**config.mk**
```make
export PLATFORM = sky130hd
export DESIGN_NAME = tlpt_front
export DESIGN_NICKNAME = d
export VERILOG_FILES = /design/src/hw/rtl/tlpt_pkg.sv /design/src/hw/rtl/tlpt_front.sv
export SDC_FILE = /design/constraint.sdc
export NUM_CORES = 1
export LEC_CHECK = 0
export ABC_AREA = 1
export BUFFER_PORTS_ARGS = -buffer_cell sky130_fd_sc_hd__buf_4
export CAP_MARGIN = 20
export CORE_MARGIN = 5
export CORE_UTILIZATION = 35
export CTS_CLUSTER_SIZE = 8
export DETAILED_ROUTE_END_ITERATION = 10
export HOLD_SLACK_MARGIN = 0.02
export PLACE_DENSITY = 0.68
export SETUP_SLACK_MARGIN = 0.3
export SYNTH_ARGS = -nofsm -noshare
export SYNTH_HDL_FRONTEND = slang
export SYNTH_SLANG_ARGS = --single-unit
```
**constraint.sdc**
```tcl
create_clock -name clk -period 8.05 [get_ports clk]
set_input_delay 1.2075 -clock clk [delete_from_list [all_inputs] [get_ports clk]]
set_output_delay 1.2075 -clock clk [all_outputs]
set_load 0.1 [all_outputs]
```
**src/hw/rtl/tlpt_pkg.sv**
```systemverilog
// ----------------------------------------------------------------------------
// tlpt_pkg: shared types and constants
// Command codes, status codes, queued command record and back-end states.
// ----------------------------------------------------------------------------
package tlpt_pkg;

  localparam int IDX_W         = 10;
  localparam int TABLE_ENTRIES = 1024;
  localparam int FRAME_W       = 20;
  localparam int FLAG_W        = 12;

  localparam logic [FLAG_W-1:0] DIR_FLAGS = 12'h007;

  localparam logic CFG_DIR_READY  = 1'b0;
  localparam logic CFG_TABLE_BASE = 1'b1;

  typedef enum logic [1:0] {
    CMD_MAP    = 2'd0,
    CMD_UNMAP  = 2'd1,
    CMD_LOOKUP = 2'd2,
    CMD_NONE   = 2'd3
  } cmd_code_t;

  typedef enum logic [1:0] {
    ST_DONE        = 2'd0,
    ST_NOT_READY   = 2'd1,
    ST_POOL_EMPTY  = 2'd2,
    ST_NOT_PRESENT = 2'd3
  } status_t;

  typedef struct packed {
    cmd_code_t        op;
    logic [IDX_W-1:0] dir_idx;
    logic [IDX_W-1:0] tbl_idx;
    logic [31:0]      entry;
  } cmd_t;

  typedef struct packed {
    logic               ready;
    logic [FRAME_W-1:0] table_base;
  } cfg_t;

  typedef enum logic [2:0] {
    S_CLEAR,
    S_IDLE,
    S_DIR,
    S_ZERO,
    S_MAPW,
    S_PT,
    S_FIN
  } state_t;

endpackage

```
**src/hw/rtl/tlpt_front.sv**
```systemverilog
// ----------------------------------------------------------------------------
// tlpt_front: command intake
// Accepts items, decodes indexes and the new entry, queues them two deep.
// ----------------------------------------------------------------------------
module tlpt_front (
  input  logic          clk,
  input  logic          rst_n,
  input  logic          in_tvalid,
  output logic          in_tready,
  input  logic [79:0]   in_tdata,
  input  logic [1:0]    in_tuser,
  output logic          q_valid,
  output tlpt_pkg::cmd_t q_item,
  input  logic          q_pop
);

  tlpt_pkg::cmd_t slot_r [2];
  logic           wptr_r, wptr_nxt;
  logic           rptr_r, rptr_nxt;
  logic [1:0]     cnt_r, cnt_nxt;
  tlpt_pkg::cmd_t dec;
  logic           push;

  always_comb begin
    dec.op      = tlpt_pkg::cmd_code_t'(in_tuser);
    dec.dir_idx = in_tdata[31:22];
    dec.tbl_idx = in_tdata[21:12];
    dec.entry   = {in_tdata[63:44], in_tdata[75:64]};
  end

  assign in_tready = (cnt_r != 2'd2);
  assign push      = in_tvalid && in_tready;
  assign q_valid   = (cnt_r != 2'd0);
  assign q_item    = slot_r[rptr_r];

  always_comb begin
    wptr_nxt = push  ? ~wptr_r : wptr_r;
    rptr_nxt = q_pop ? ~rptr_r : rptr_r;
    cnt_nxt  = cnt_r + {1'b0, push} - {1'b0, q_pop};
  end

  always_ff @(posedge clk) begin
    if (!rst_n) begin
      wptr_r <= 1'b0;
      rptr_r <= 1'b0;
      cnt_r  <= 2'd0;
    end else begin
      wptr_r <= wptr_nxt;
      rptr_r <= rptr_nxt;
      cnt_r  <= cnt_nxt;
    end
  end

  always_ff @(posedge clk) begin
    if (push) begin
      slot_r[wptr_r] <= dec;
    end
  end

endmodule

```
# Yosys cells after proc, flatten, opt, wreduce, memory -nomap -nowiden
# Memories as Yosys holds them, arrays and structs flattened. A register that Yosys moved wholly into a read port is not among the register bits.
# Index checks and enable logic that the tools add are counted.
op_classes:
  muxes: 4
  addsub: 2
  n_reduce_logical: 2
  bitwise: 2
  eq_ne: 1
ops:
  columns: ["op", "count"]
  rows:
  - ["$mux W1", 4]
  - ["$add A2 B1 Y2", 1]
  - ["$ne A2 B2 Y1 const B", 1]
  - ["$not A1 Y1", 2]
  - ["$reduce_bool A2 Y1", 1]
  - ["$sub A2 B1 Y2", 1]
  - ["$logic_and A1 B1 Y1", 1]
word_totals:
  reg_bits: 4
  inputBits: 86
  out_inout_bits: 56
  ramBits: 108
  mem_count: 1
memory_table:
  columns: ["name", "words", "word_bits", "read_ports", "rd_ports_with_merged_regs", "wr", "line_no", "source"]
  rows:
  - ["slot_r", 2, 54, 1, 1, 1, "tlpt_front.sv:17", "tlpt_pkg::cmd_t slot_r [2];"]

# Logic depth before layout (Yosys ltp)
depth:
  ltp_word: 4
  ltp_mapped: 11
  depth_no_buf: 11

# Least setup slack after synthesis
# OpenSTA, ideal clock, no wires.
synth_timing:
  kind: "input to register"
  startpoint: "input port in_tvalid"
  endpoint: "memory slot_r[1][0] (netlist bit), enable pin"
  slack_ns: 3.889
  stages: 2
  arrival_ns: 3.693
  n_path_buf: 0
  cell_sequence: "nand2_1 nor2_1"
synth_between:
  elab_chain_len: 3
synth_rtl:
  columns: ["element", "line_no", "source"]
  rows:
  - ["start, declared", "tlpt_front.sv:8", "input logic in_tvalid,"]
  - ["$logic_and A1 B1 Y1", "tlpt_front.sv:32", "assign push = in_tvalid && in_tready;"]
  - ["$mux W1", "tlpt_front.sv:55", "if (push) begin"]
  - ["$mux W1 (not written as such)", "tlpt_front.sv:56", "slot_r[wptr_r] <= dec;"]
  - ["end, declared", "tlpt_front.sv:17", null]
# Every way passes these cells.

==> key figures <==
Place
  – PortBufs: 113
  – Hpwl dp: 5.06 mm
  – Post-Place Cells: 477
  – GPL Wtd Cong: 0.703

Global route
  – GR Layer Usage met1: 12.0%
  – Largest net degree at the start of global routing: 55
  – Initial antenna violation count: 0
  – Gr usage total: 11.1%
  – GRT met3 Usage: 4.97%
  – Overflow left after global routing: 0
  – First-pass GRT wire length: 12.1 mm
  – Number of global-route vias before repair: 2,362
  – Met2 GRT Util: 18.1%
  – Top Usage Layer GRT: met2

Floorplan
  – Initial Util: 36.1%
  – Die Width: 122 um
  – IO Pins: 142
  – Row count: 40
  – Die area: 14,800 um2
  – Core area: 12,100 um2
  – Die H: 122 um

Final layout
  – Fin util: 48.4%
  – Layout area overhead: 34.1%
  – Post-Layout Cell Count: 508
  – Final layout net count: 415
  – Share of cells above drive strength 1: 57.4%
  – Most common library cell in the layout ignoring fill and taps: buf_4
  – ANT cells: 0
  – Commonest non-fill, non-tap cells in the layout: buf_4, edfxtp_1, mux2_4
  – Fillers: 1,033

Power
  – Peak VDD IR: 0.177 mV
  – Static Leakage: 2.33 nW
  – PD cells: 315 nW/um2
  – Overall Power: 1.85 mW

Synthesis
  – Mapped cell area: 4380 um2
  – YS warnings: 0
  – Mapped Nets: 287
  – Yosys cell types: 14
  – Synth Instances: 200
  – Number of synthesized register bits: 113
  – Synthesized area per cell: 21.9 um2
  – Post-synthesis sequential area ratio: 76.4%

Timing
  – Fin Setup TNS: 0 ps
  – Max Slew Vio Count: 0
  – Setup Skew: 4.37 ps
  – Final Critical Period: 3350 ps
  – Worst slew margin: 30.5%
  – Worst-Margin Slew: 1040 ps
  – Max Freq: 299 MHz
  – RSZ-0062 raised after global routing: no
  – Final Setup Violations: 0
  – Final period utilization: 41.6%
  – Final Hold Fails: 0

Clocking
  – Clk pin slew, worst setup/hold paths: 50 ps
  – # H-tree levels: 4
  – Post-CTS sizing: 0
  – Clock root cell: clkbuf_16
  – CTS tree: built
  – Inserted Clock Buffers: 17
  – CTS Sinks: 113
  – Clk buf depth: 2
  – Worst-Skew Late Latency: 390 ps
  – Post-CTS Hold Buffers: 0
  – Number of setup buffers added after CTS: 0

Critical path
  – Worst path cell trace: mux2_2, buf_4
  – Max incr delay on CP: 980 ps
  – Critical Path Fanout Max: 54
  – Crit. End Element: output port
  – Setup CP Type: register to output port
  – WP data arrival: 2140 ps
  – Critical path buffers and inverters: 1
  – Worst path slowest cell: dfxtp_4
  – Top delay family on crit path: flip-flops
  – Crit path required time: 6840 ps
  – CP startpoint kind: register

Min path
  – Worst min path class: register to register

Drt
  – First-pass DRT Iterations: 4
  – DRT antenna net count: 0
  – Vias per Instance: 4.28
  – Via count: 2,176
  – DR iter-0 viols: 98
  – Final WL: 7.80 mm
  – Wire per inst: 15.4 um
  – # DRC: 0

Flow run
  – Max Cap Viol: 0

Status
  – Status: finished, final reports clean
[layout make-up]
cell class / instances / area [um2] / share of cell area [%]
Clock buffer: 21 / 440 / 7.51
Timing Repair Buffer: 115 / 863 / 14.7
Multi-Input combinational cell: 74 / 910 / 15.5
Tap cell: 168 / 210 / 3.58
Inverter: 7 / 26.3 / 0.448
Sequential cell: 113 / 3350 / 57.0
Clock inverter: 10 / 70.1 / 1.19
[worst paths after layout]
kind              cells after the start  slack, ps            end  startpoint
hold / removal                        2        510       register      rptr_r
setup reg to reg                      5       5750  slot_r[0][16]    cnt_r[0]
hold reg to reg                       2        510       register      rptr_r
setup / recovery                      2       4700      q_item[1]    register
[report_power, final]
part	leakage, nW	internal (mW)	switching (mW)	total (mW)
registers	1.05	0.704	0.0265	0.730
logic	1.02	0.127	0.351	0.478
clock network	0.254	0.413	0.229	0.642
[per-layer routing]
metal	vias to the layer above	wire, um	share of wire (%)
li1	1023	-	-
met1	1062	3040	39
met2	76	4020	52
met3	15	562	7.2
met4	0	174	2.2
met5	-	0	0
[per-stage QoR]
stage	setup WS (ps)	area, um2	hold WS [ps]
2_1_floorplan	3890	4380	480
3_3_place_gp	4950	5360	493
3_5_place_dp	4940	5360	498
4_1_cts	4660	5870	517
5_1_grt	4620	5870	549
6_report	4700	5870	508
[synthesized netlist by cell type]
cell type  count  area (um2)
buf_12         5         100
xnor2_1        2        17.5
nor3_1         1        5.00
nand3_1        1        5.00
mux2_4        50         751
nand2_1        9        33.8
a21oi_1        2        10.0
buf_6          1        11.3
inv_1          7        26.3
mux2_2         4        45.0
nor2_1         4        15.0
dfxtp_1        5         100
edfxtp_1     108        3240
ha_1           1        12.5
[cells by family (layout without fill, tap and decap cells)]
group / Yosys count / after routing / share of synthesized area (%)
adder cells (fa/ha/maj): 1 / 1 / 0.286
flip-flops: 113 / 113 / 76.4
multiplexers: 54 / 54 / 18.2
AND/OR/NAND/NOR: 15 / 15 / 1.34
buffers and inverters: 13 / 153 / 3.15
AO/OA/AOI/OAI: 2 / 2 / 0.229
XOR/XNOR: 2 / 2 / 0.400
[state kept, by name, summed over array words and instances (netlist names), named ones only]
register / flops
slot_r: 108
rptr_r: 1
wptr_r: 1
cnt_r: 2
[worst min-delay path: stages, from the launching register on]
cell and delay, ps:
dfxtp_1 320, xnor2_1 80, nor2_1 70
Power figures use the tool's default switching activity.
